--- config.mk ---
export PLATFORM = sky130hd
export DESIGN_NAME = bml_addr_gen
export DESIGN_NICKNAME = d
export VERILOG_FILES = /design/src/hdl/bml_pkg.sv /design/src/hdl/bml_addr_gen.sv
export SDC_FILE = /design/constraint.sdc
export NUM_CORES = 1
export LEC_CHECK = 0
export BUFFER_PORTS_ARGS = -buffer_cell sky130_fd_sc_hd__buf_2
export CAP_MARGIN = 0
export CORE_MARGIN = 4
export CORE_UTILIZATION = 50
export DETAILED_ROUTE_END_ITERATION = 12
export PLACE_DENSITY = 0.85
export RECOVER_POWER = 25
export SLEW_MARGIN = 0
export SYNTH_ARGS = -nofsm -noshare
export SYNTH_HDL_FRONTEND = slang
export SYNTH_SLANG_ARGS = --single-unit
--- constraint.sdc ---
create_clock -name vclk -period 5.83
set_input_delay 0 -clock vclk [all_inputs]
set_output_delay 0 -clock vclk [all_outputs]
set_load 0.05 [all_outputs]
--- src/hdl/bml_pkg.sv ---
`timescale 1ns / 1ps
// ----------------------------------------------------------------------------
// bml_pkg: shared types and constants of the byte memory load/store block
// Memory geometry, access codes and the payload structs of both ports.
// ----------------------------------------------------------------------------
package bml_pkg;

  // geometry: four byte lanes, one bank per lane
  localparam int unsigned MemBytes = 4096;
  localparam int unsigned AddrW    = $clog2(MemBytes);
  localparam int unsigned NumLanes = 4;
  localparam int unsigned LaneW    = 2;
  localparam int unsigned RowW     = AddrW - LaneW;
  localparam int unsigned RowCnt   = MemBytes / NumLanes;
  localparam int unsigned LimW     = AddrW + 1;
  localparam int unsigned CfgW     = 13;

  localparam logic [7:0] FillByte = 8'hA5;

  // operation codes
  localparam logic OpRead  = 1'b0;
  localparam logic OpWrite = 1'b1;

  // access size codes; the fourth code acts as a word
  localparam logic [1:0] SzByte = 2'd0;
  localparam logic [1:0] SzHalf = 2'd1;
  localparam logic [1:0] SzWord = 2'd2;

  typedef struct packed {
    logic        op;
    logic [1:0]  access_size;
    logic        sign_extend;
    logic [31:0] addr;
    logic [31:0] wdata;
  } in_item_t;

  typedef struct packed {
    logic [31:0] rdata;
    logic        out_of_range;
  } out_item_t;

  // one bank access
  typedef struct packed {
    logic            we;
    logic [RowW-1:0] row;
    logic [7:0]      wbyte;
  } lane_req_t;

  // what the read assembly needs to know about an access
  typedef struct packed {
    logic                op;
    logic [1:0]          access_size;
    logic                sign_extend;
    logic [LaneW-1:0]    offset;
    logic [NumLanes-1:0] byte_ok;
    logic                oor;
  } acc_info_t;

endpackage

--- src/hdl/bml_addr_gen.sv ---
`timescale 1ns / 1ps
// ----------------------------------------------------------------------------
// bml_addr_gen: lane steering and range check
// Maps the up to four touched bytes onto the four banks and checks each
// byte address against the limit.
// ----------------------------------------------------------------------------
module bml_addr_gen
  import bml_pkg::*;
(
  input  in_item_t                 item_i,
  input  logic [LimW-1:0]          lim_i,
  output lane_req_t [NumLanes-1:0] req_o,
  output acc_info_t                info_o
);

  logic [NumLanes-1:0][31:0] byte_addr;
  logic [NumLanes-1:0]       touched;
  logic [NumLanes-1:0]       in_rng;
  logic [NumLanes-1:0]       ok;
  logic [LaneW-1:0]          k_sel [NumLanes];

  always_comb begin
    unique case (item_i.access_size)
      SzByte:  touched = 4'b0001;
      SzHalf:  touched = 4'b0011;
      default: touched = 4'b1111;
    endcase
  end

  always_comb begin
    for (int k = 0; k < NumLanes; k++) begin
      byte_addr[k] = item_i.addr + 32'(k);
      in_rng[k]    = byte_addr[k] < 32'(lim_i);
      ok[k]        = touched[k] & in_rng[k];
    end
  end

  // bank b holds byte k where (addr + k) mod 4 == b
  always_comb begin
    for (int b = 0; b < NumLanes; b++) begin
      k_sel[b]       = LaneW'(b) - item_i.addr[LaneW-1:0];
      req_o[b].row   = byte_addr[k_sel[b]][AddrW-1:LaneW];
      req_o[b].we    = (item_i.op == OpWrite) & ok[k_sel[b]];
      req_o[b].wbyte = item_i.wdata[{k_sel[b], 3'b000} +: 8];
    end
  end

  assign info_o.op          = item_i.op;
  assign info_o.access_size = item_i.access_size;
  assign info_o.sign_extend = item_i.sign_extend;
  assign info_o.offset      = item_i.addr[LaneW-1:0];
  assign info_o.byte_ok     = ok;
  assign info_o.oor         = |(touched & ~in_rng);

endmodule

# == After elaboration in Yosys (flattened, before gate mapping) ==
# Cells that the tools add are included.
# op_classes
addsub,7
magnitude_cmp,8
n_eq_ne,1
shifts,4
n_mux,17
bitwise,10
n_reduce_logical,2
# ops
op,n
32-bit binary-select mux with 2-bit select,4
32-bit by 13-bit < comparator with 1-bit output,4
32-bit by 6-bit variable part select with 8-bit output,4
"32-bit by 2-bit adder with 32-bit output, second input constant",2
12-bit two-way mux,4
"32-bit by 1-bit adder with 32-bit output, second input constant",1
"2-bit by 3-bit < comparator with 1-bit output, second input constant",4
1-bit AND,8
1-bit binary-select mux with 2-bit select,4
4-bit one-hot mux with 2 select lines,1
4-bit AND,1
1-bit two-way mux,4
4-bit inverter,1
4-bit OR reduction,1
"1-bit by 2-bit subtractor with 2-bit output, first input constant",2
"2-bit subtractor, first input constant",2
"2-bit by 1-bit equality test with 1-bit output, second input constant",1
2-bit zero test,1
# totals
regBits,0
output_inout_bits,87

# == Longest topological paths before layout ==
# Gate-level depths: netlist of run 1.
# logic_depth
word_depth,6
depth_mapped,17
ltp_nobuf,15

# == Worst setup path before layout of run 1 ==
# OpenSTA, ideal clock, no wires.
# synth_path
kind,input port to output port
from,input item_i[32] (netlist bit)
to,output req_o[37] (netlist bit)
arrival_time_ns,4.550
required_time_ns,5.830
setup_slack_ns,1.280
path_stages,17
path_cell_list,clkbuf_1 -> clkinv_1 -> buf_1 -> ha_1 -> nand3b_2 -> or2_2 -> nor2_1 -> xor2_1 -> ha_1 -> a21o_1 -> a21oi_1 -> and4_1 -> o2111ai_1 -> nor4_2 -> and4_1 -> a31oi_1 -> mux2i_1
# synth_rtl
item,line_no,source
"start, declared",bml_addr_gen.sv:10,"input in_item_t item_i,"
"end, declared",bml_addr_gen.sv:12,"output lane_req_t [NumLanes-1:0] req_o,"

==> results of run 1 <==
[cell usage after synthesis, types with 7 or more instances]
cell type / count
ha_1: 54
nor2_1: 44
a31oi_1: 7
nand2_1: 59
mux4_2: 32
nand3_1: 34
a21o_1: 10
mux2i_1: 14
a21oi_1: 40
inv_1: 34
nor3_1: 26
buf_4: 17
o21ai_0: 24
xor2_1: 46
nor4_1: 12
xnor2_1: 28
nand4_1: 26
clkbuf_1: 21
buf_2: 12
[logic make-up after synthesis]
group	count (synthesis)	synth area share, %
simple gates	251	29.9
buf+inv	94	8.87
fa+ha+maj	54	13.6
xor+xnor	74	13.1
compound gates	126	16.3
mux	50	18.3
[where the power goes]
part / internal [mW] / leakage [nW] / total (mW) / switching [mW]
Combinational: 0.180 / 2.48 / 0.602 / 0.422
Sequential: 0 / 0 / 0 / 0
Clock: 0 / 0 / 0 / 0
[how the worst max path moves through the flow]
stage                      to  slack (ns)
finish              req_o[37]        1.23
global placement    req_o[18]        1.84
floorplan           req_o[37]        1.28
detailed placement  req_o[37]        1.69
global route        req_o[37]        0.90
CTS                 req_o[37]        1.67
[routing by layer]
metal  share of wire [%]  wire length [um]
met5                   0                 0
met4                 2.3               380
met3                 9.3              1530
met2                  47              7660
met1                  41              6770
[cell type report]
| cell class | count | area (um2) | share of cell area [%] |
|---|---|---|---|
| tap | 133 | 166 | 2.93 |
| inverter | 36 | 135 | 2.38 |
| multi-input combinational | 555 | 4520 | 79.5 |
| timing repair buffer | 174 | 862 | 15.2 |
[through the flow]
| stage | hold WS (ns) | instances | setup WS [ns] |
|---|---|---|---|
| 4_1_cts | 0.000341 | 898 | 1.67 |
| 3_3_place_gp | 0.000341 | 898 | 1.84 |
| 3_5_place_dp | 0.000341 | 898 | 1.69 |
| 6_report | 0.0000755 | 898 | 1.23 |
| 2_1_floorplan | 0.167 | 649 | 1.28 |
| 5_1_grt | 0.000338 | 898 | 0.902 |
[cells in the final DEF, fill, tap and decap left out, drive strengths merged, types with 2 or more instances in the layout]
master   instances
clkinv           2
xnor2           28
a31oi            7
a211oi           3
o22ai            2
buf            155
o2bb2ai          2
nand3           36
o31ai            3
a21oi           41
nor4bb           2
nand4           32
nor2            45
inv             34
and3             5
nor4            22
clkbuf          19
a211o            2
xor2            46
o311ai           2
nand4b           3
a21boi           4
mux2             4
a21o            10
a2111oi          2
or2              4
mux4            32
nand2           60
o21ai           28
mux2i           14
and4             5
ha              54
o21a             4
o2111ai          2
nor3            28
==> flow_summary_export.csv, run 1 <==
group,metric,value,unit
setup_path,endpoint_kind,"output port",
grt,gr-usage-met3,3.42,%
floorplanning,fp.dieH,108,um
timing,slew_viol_final,38,
setup_path,critical_path.cell_chain,"clkbuf_1 -> ha_1 -> nand3_2 -> nor3_1 -> nand2_1 -> xor2_1 -> inv_1 -> ha_1 -> a21oi_1 -> o21ai_0 -> a2111o_1 -> a31oi_1 -> nand4b_1 -> o32a_1 -> mux2i_1 -> buf_2",
grt,overflow,0,
pwr,p_leak,2.48,nW
floorplanning,initial_core_util,51.0,%
cells_and_area,syn2layout_area_growth,14.6,%
timing,relSlewSlack,-49.4,%
timing,setup_viol,0,
worst_hold_path,hold_path_end,"info_o[7]",
setup_path,cp_num_buf_inv,3,
pwr,p_per_area,106,mW/mm2
placed_design,io_buffer_count,166,
setup_path,worstSetupPathType,"in2out",
setup_path,worst-path-stages,16,
setup_path,path_max_fanout,17,
worst_hold_path,hold_path.class,"in2out",
route,drtPass1Iterations,5,
setup_path,slowest_stage,"clkbuf_1",
placed_design,placed_cell_area,0.00572,mm2
route,finalWirelength,16300,um
logic_synthesis,synth_nets,784,
grt,grt.total_usage,26.9,%
setup_path,crit_required,5.83,ns
logic_synthesis,synth_area,0.00496,mm2
setup_path,slowest_delay,0.57,ns
setup_path,cpLargestDelayFamily,"compound AO/OA/AOI/OAI gates",
timing,worst_pin_slew,2.24,ns
pwr,ir_drop,0.0847,mV
route,wire_per_inst,18.2,um
route,ant_nets,0,
timing,rsz0062_at_grt,"no",
logic_synthesis,syn_inst,649,
pwr,power,0.602,mW
route,first_iter_violations,628,
floorplanning,dieArea,0.0116,mm2
placed_design,place.detailed.hpwl,13300,um
flow_run,maxCapViolCount,1,
route,drc_errors,0,
timing,max_freq,218,MHz
logic_synthesis,synth_top_area_share,14.5,%
run_status,status,"finished with violations",
cells_and_area,num_antenna_cells,0,
worst_hold_path,hold_depth,0,
logic_synthesis,synthTopCellsByArea,"mux4_2 (15%), ha_1 (14%), xor2_1 (8.1%)",
cts,post_cts_resized,0,
timing,finalHoldViolations,0,
placed_design,place_congestion,1.01,
cells_and_area,finish.instance_area,0.00569,mm2
grt,grt_first_pass_wirelength,25700,um
timing,finalCritPeriodShare,78.8,%
setup_path,arrival,4.60,ns
logic_synthesis,post_synth.cell_area_avg,7.65,um2
logic_synthesis,yosysWarnings,0,
logic_synthesis,synthDistinctLibCells,75,
cts,holdBufCountCts,0,
grt,gr-usage-met2,46.5,%
timing,final.setup.tns,0,ns
cells_and_area,clock_buffers,0,
cells_and_area,nNetsFinal,902,
setup_path,start_kind,"input port",
grt,grt.busiest_layer,"met2",
route,via_per_inst,6.25,
cells_and_area,n_fill_cell,939,
grt,grt_max_degree,38,
cells_and_area,regArea,0,um2
cells_and_area,drive_above_1_share,28.8,%
floorplanning,die_w,108,um
cells_and_area,seq_cell_count,0,
floorplanning,row_count,36,
route,route.vias.total,5615,
floorplanning,ios,168,
cts,post_cts_buffers,0,
grt,grt_use_met1,35.8,%
setup_path,crit_top_cell,"ha_1",
logic_synthesis,seq_area_frac_synth,0,%
worst_hold_path,hp-start,"item_i[64]",
grt,grt_pass1_vias,5231,
floorplanning,core,0.00973,mm2
grt,antenna_found_initial,0,
logic_synthesis,yosysTopAreaCell,"mux4_2",
cells_and_area,fin_util,58.4,%
run_status,violations,"capacitance limit, slew limit",
setup_path,critPathLaunch,"item_i[34]",
timing,layout_min_cycle_time,4.60,ns
No activity file was read; power rests on OpenSTA's default activity.
==> run 2: changes to the inputs <==
clock period = 4.47 ns   (was 5.83 ns; I/O delays follow)
==> flow_summary_export.csv, run 2 (synthesized netlist as in run 1, its figures left out) <==
group,metric,value,unit
run_status,status,"finished, final reports clean",
timing,max_freq,256,MHz
route,drtPass1Iterations,5,
timing,worst_pin_slew,0.759,ns
worst_hold_path,hold_path_end,"info_o[7]",
pwr,ir_drop,0.104,mV
setup_path,critical_path.cell_chain,"buf_2 -> ha_1 -> nand3_2 -> nor3_1 -> nand2_1 -> xor2_1 -> inv_1 -> ha_1 -> a21oi_1 -> o21ai_0 -> a2111o_1 -> a31oi_1 -> nand4b_1 -> o32ai_1 -> mux2_2 -> buf_2",
grt,grt_first_pass_wirelength,26700,um
cells_and_area,seq_cell_count,0,
setup_path,arrival,3.91,ns
cts,post_cts_resized,0,
placed_design,placedCellCount,903,
flow_run,maxCapViolCount,0,
floorplanning,row_count,36,
route,ant_nets,0,
route,finalWirelength,17000,um
floorplanning,dieArea,0.0116,mm2
setup_path,start_kind,"input port",
placed_design,io_buffer_count,166,
pwr,p_per_area,138,mW/mm2
timing,layout_min_cycle_time,3.91,ns
cells_and_area,num_antenna_cells,0,
cells_and_area,fin_util,58.9,%
placed_design,place_congestion,0.997,
pwr,p_leak,2.51,nW
floorplanning,fp.dieH,108,um
route,wire_per_inst,18.8,um
pwr,sequentialPowerShare,0,%
pwr,p_int,0.238,mW
setup_path,cpLargestDelayFamily,"compound AO/OA/AOI/OAI gates",
setup_path,slowest_stage,"ha_1",
pwr,clock_power_share,0,%
cells_and_area,final_common_cell,"buf_2",
timing,rsz0062_at_grt,"no",
cts,holdBufCountCts,0,
setup_path,worstSetupPathType,"in2out",
setup_path,slowest_delay,0.41,ns
grt,grt.total_usage,28.0,%
setup_path,path_max_fanout,17,
placed_design,place_ws,0.674,ns
grt,antenna_found_initial,0,
timing,relSlewSlack,48.9,%
cells_and_area,n_fill_cell,931,
cells_and_area,regArea,0,um2
grt,grt_max_degree,56,
floorplanning,ios,168,
pwr,p_sw,0.556,mW
setup_path,crit_required,4.47,ns
pwr,sw_frac_of_total,70.0,%
pwr,comb_power_share,100.0,%
route,via_per_inst,6.24,
timing,finalHoldViolations,0,
cells_and_area,syn2layout_area_growth,15.5,%
worst_hold_path,hold_depth,0,
timing,finalCritPeriodShare,87.4,%
cells_and_area,finalNonFillerCells,903,
cells_and_area,final_cell_mix,"buf_2 (151), nand2_1 (59), ha_1 (54)",
route,drc_errors,0,
cells_and_area,nNetsFinal,907,
route,first_iter_violations,619,
cells_and_area,clock_buffers,0,
setup_path,endpoint_kind,"output port",
floorplanning,initial_core_util,51.0,%
grt,overflow,0,
worst_hold_path,hp-start,"item_i[64]",
timing,worst_hold_slack,0.0000755,ns
timing,setup_slack,0.562,ns
route,route.vias.total,5637,
pwr,power,0.794,mW
grt,grt_pass1_vias,5265,
timing,slew_viol_final,0,
cells_and_area,drive_above_1_share,29.7,%
floorplanning,core,0.00973,mm2
cts,post_cts_buffers,0,
timing,setup_viol,0,
worst_hold_path,hold_path.class,"in2out",
setup_path,cp_num_buf_inv,3,
floorplanning,die_w,108,um
placed_design,place.detailed.hpwl,13700,um
[run 2: cell types whose count changed in the layout (fill, tap and decap cells not counted)]
cell | previous run | this run
buf_2 | 149 | 151
clkbuf_1 | 19 | 15
buf_4 | 6 | 13
[run 2: metrics by stage]
stage          area [um2]  setup TNS [ns]
4_1_cts              5750               0
2_1_floorplan        4960          -0.159
3_3_place_gp         5750               0
6_report             5730               0
5_1_grt              5730               0
3_5_place_dp         5750               0
[run 2: layout make-up]
| class | count | area, um2 | area share (%) |
|---|---|---|---|
| Multi-Input combinational cell | 555 | 4520 | 78.9 |
| Timing Repair Buffer | 179 | 910 | 15.9 |
| Tap cell | 133 | 166 | 2.90 |
| Inverter | 36 | 135 | 2.36 |
[run 2: per-layer routing]
metal,part of all wire [%],global-route usage (%),up-vias,wire length [um]
li1,-,-,2669,-
met2,46,47.4,314,7860
met3,9.6,3.18,35,1630
met1,42,38.1,2619,7110
met4,2.5,6.40,0,422
met5,0,0,-,0
[run 2: worst max-delay path by stage]
stage          cells after the start  slack [ns]       start   endpoint
2_1_floorplan                     17       -0.08  item_i[32]  req_o[37]
3_3_place_gp                      16        0.71  item_i[34]  req_o[18]
3_5_place_dp                      16        0.67  item_i[34]  req_o[18]
4_1_cts                           16        0.65  item_i[34]  req_o[18]
5_1_grt                           18        0.20  item_i[33]  req_o[18]
6_report                          16        0.56  item_i[34]  req_o[18]
[run 2: power groups by stage]
| stage | logic, mW | registers, mW | clock network [mW] |
|---|---|---|---|
| after floorplan | 0.602 | 0 | 0 |
| after global placement | 0.782 | 0 | 0 |
| after detailed placement | 0.790 | 0 | 0 |
| after CTS | 0.791 | 0 | 0 |
| after global routing | 0.845 | 0 | 0 |
| final | 0.794 | 0 | 0 |
==> run 3: changes to the inputs <==
RECOVER_POWER = 50   (was 25)
==> flow_summary_export.csv, run 3 (synthesized netlist as in run 1, its figures left out) <==
group,metric,value,unit
route,drc_errors,0,
setup_path,endpoint,"req_o[18]",
cts,post_cts_resized,0,
cells_and_area,n_fill_cell,943,
cells_and_area,syn2layout_area_growth,14.9,%
grt,antenna_found_initial,0,
placed_design,place_ws,0.674,ns
cells_and_area,nNetsFinal,907,
pwr,sw_frac_of_total,70.6,%
pwr,comb_power_share,100.0,%
route,drtPass1Iterations,5,
route,first_iter_violations,623,
placed_design,placed_cell_area,0.00575,mm2
setup_path,crit_required,4.47,ns
floorplanning,row_count,36,
setup_path,worstSetupPathType,"in2out",
placed_design,place.detailed.hpwl,13700,um
cells_and_area,num_antenna_cells,0,
pwr,clock_power_share,0,%
grt,grt_pass1_vias,5265,
timing,worst_pin_slew,1.02,ns
route,wire_per_inst,18.8,um
pwr,ir_drop,0.103,mV
floorplanning,ios,168,
timing,finalHoldViolations,0,
setup_path,arrival,3.93,ns
grt,grt.total_usage,28.0,%
cells_and_area,drive_above_1_share,26.9,%
pwr,p_per_area,138,mW/mm2
worst_hold_path,hold_path.class,"in2out",
timing,layout_min_cycle_time,3.93,ns
timing,setup_slack,0.544,ns
placed_design,place_congestion,0.997,
setup_path,endpoint_kind,"output port",
timing,finalCritPeriodShare,87.8,%
cells_and_area,fin_util,58.6,%
cells_and_area,final_common_cell,"buf_2",
cells_and_area,seq_cell_count,0,
cts,holdBufCountCts,0,
cells_and_area,clock_buffers,0,
floorplanning,initial_core_util,51.0,%
setup_path,critPathLaunch,"item_i[34]",
route,route.vias.total,5665,
timing,setup_viol,0,
cts,post_cts_buffers,0,
pwr,sequentialPowerShare,0,%
timing,max_freq,255,MHz
floorplanning,dieArea,0.0116,mm2
timing,rsz0062_at_grt,"no",
grt,grt_max_degree,56,
cells_and_area,regArea,0,um2
timing,slew_viol_final,0,
cells_and_area,finish.instance_area,0.00570,mm2
placed_design,io_buffer_count,166,
setup_path,path_max_fanout,17,
pwr,p_int,0.232,mW
pwr,power,0.788,mW
route,via_per_inst,6.27,
grt,overflow,0,
pwr,p_leak,2.45,nW
pwr,p_sw,0.557,mW
timing,relSlewSlack,31.9,%
flow_run,maxCapViolCount,0,
floorplanning,core,0.00973,mm2
route,ant_nets,0,
cells_and_area,final_cell_mix,"buf_2 (130), nand2_1 (59), ha_1 (54)",
run_status,status,"finished, final reports clean",
setup_path,start_kind,"input port",
floorplanning,fp.dieH,108,um
grt,grt_first_pass_wirelength,26700,um
floorplanning,die_w,108,um
route,finalWirelength,17000,um
[run 3: cell count changes in the layout (fill, tap and decap cells not counted), sizes merged]
cell	change
buf	-22
clkbuf	+22
[run 3: through the flow]
| step | hold WS [ns] | std cells | TNS [ns] |
|---|---|---|---|
| 4_1_cts | 0.000341 | 903 | 0 |
| 5_1_grt | 0.000338 | 903 | 0 |
| 6_report | 0.0000755 | 903 | 0 |
| 3_3_place_gp | 0.000341 | 903 | 0 |
| 2_1_floorplan | 0.167 | 649 | -0.159 |
| 3_5_place_dp | 0.000341 | 903 | 0 |
[run 3: layer usage]
layer	up-vias	global-route usage, %	routed length [um]
met4	0	6.40	423
met1	2613	38.1	7000
met5	-	0	0
met3	34	3.18	1710
met2	344	47.4	7830
li1	2674	-	-
[run 3: worst min-delay path by stage]
stage / end / slack, ns / cells past startpoint / from
global placement: info_o[7] / 0.0003 / 0 / item_i[64]
detailed placement: info_o[7] / 0.0003 / 0 / item_i[64]
finish: info_o[7] / 0.00008 / 0 / item_i[64]
CTS: info_o[7] / 0.0003 / 0 / item_i[64]
floorplan: info_o[10] / 0.17 / 1 / item_i[67]
global route: info_o[7] / 0.0003 / 0 / item_i[64]
[run 3: power groups by stage]
stage                     clock network, mW  registers (mW)  logic (mW)
after detailed placement                  0               0       0.790
after global routing                      0               0       0.840
final                                     0               0       0.788
after global placement                    0               0       0.782
after CTS                                 0               0       0.791
after floorplan                           0               0       0.602
[run 3: layout make-up]
type	count	area [um2]	area share (%)
multi-input cells	555	4520	79.3
repair buffers	179	880	15.4
well taps	133	166	2.92
inverters	36	135	2.37
[run 3: critical path: stages]
cell and delay (ns):
buf_2 0.29, ha_1 0.41, nand3_2 0.13, nor3_1 0.41
nand2_1 0.13, xor2_1 0.24, inv_1 0.07, ha_1 0.29
a21oi_1 0.14, o21ai_0 0.13, a2111o_1 0.32, a31oi_1 0.27
nand4b_1 0.23, o32ai_1 0.36, mux2_2 0.23, buf_2 0.26
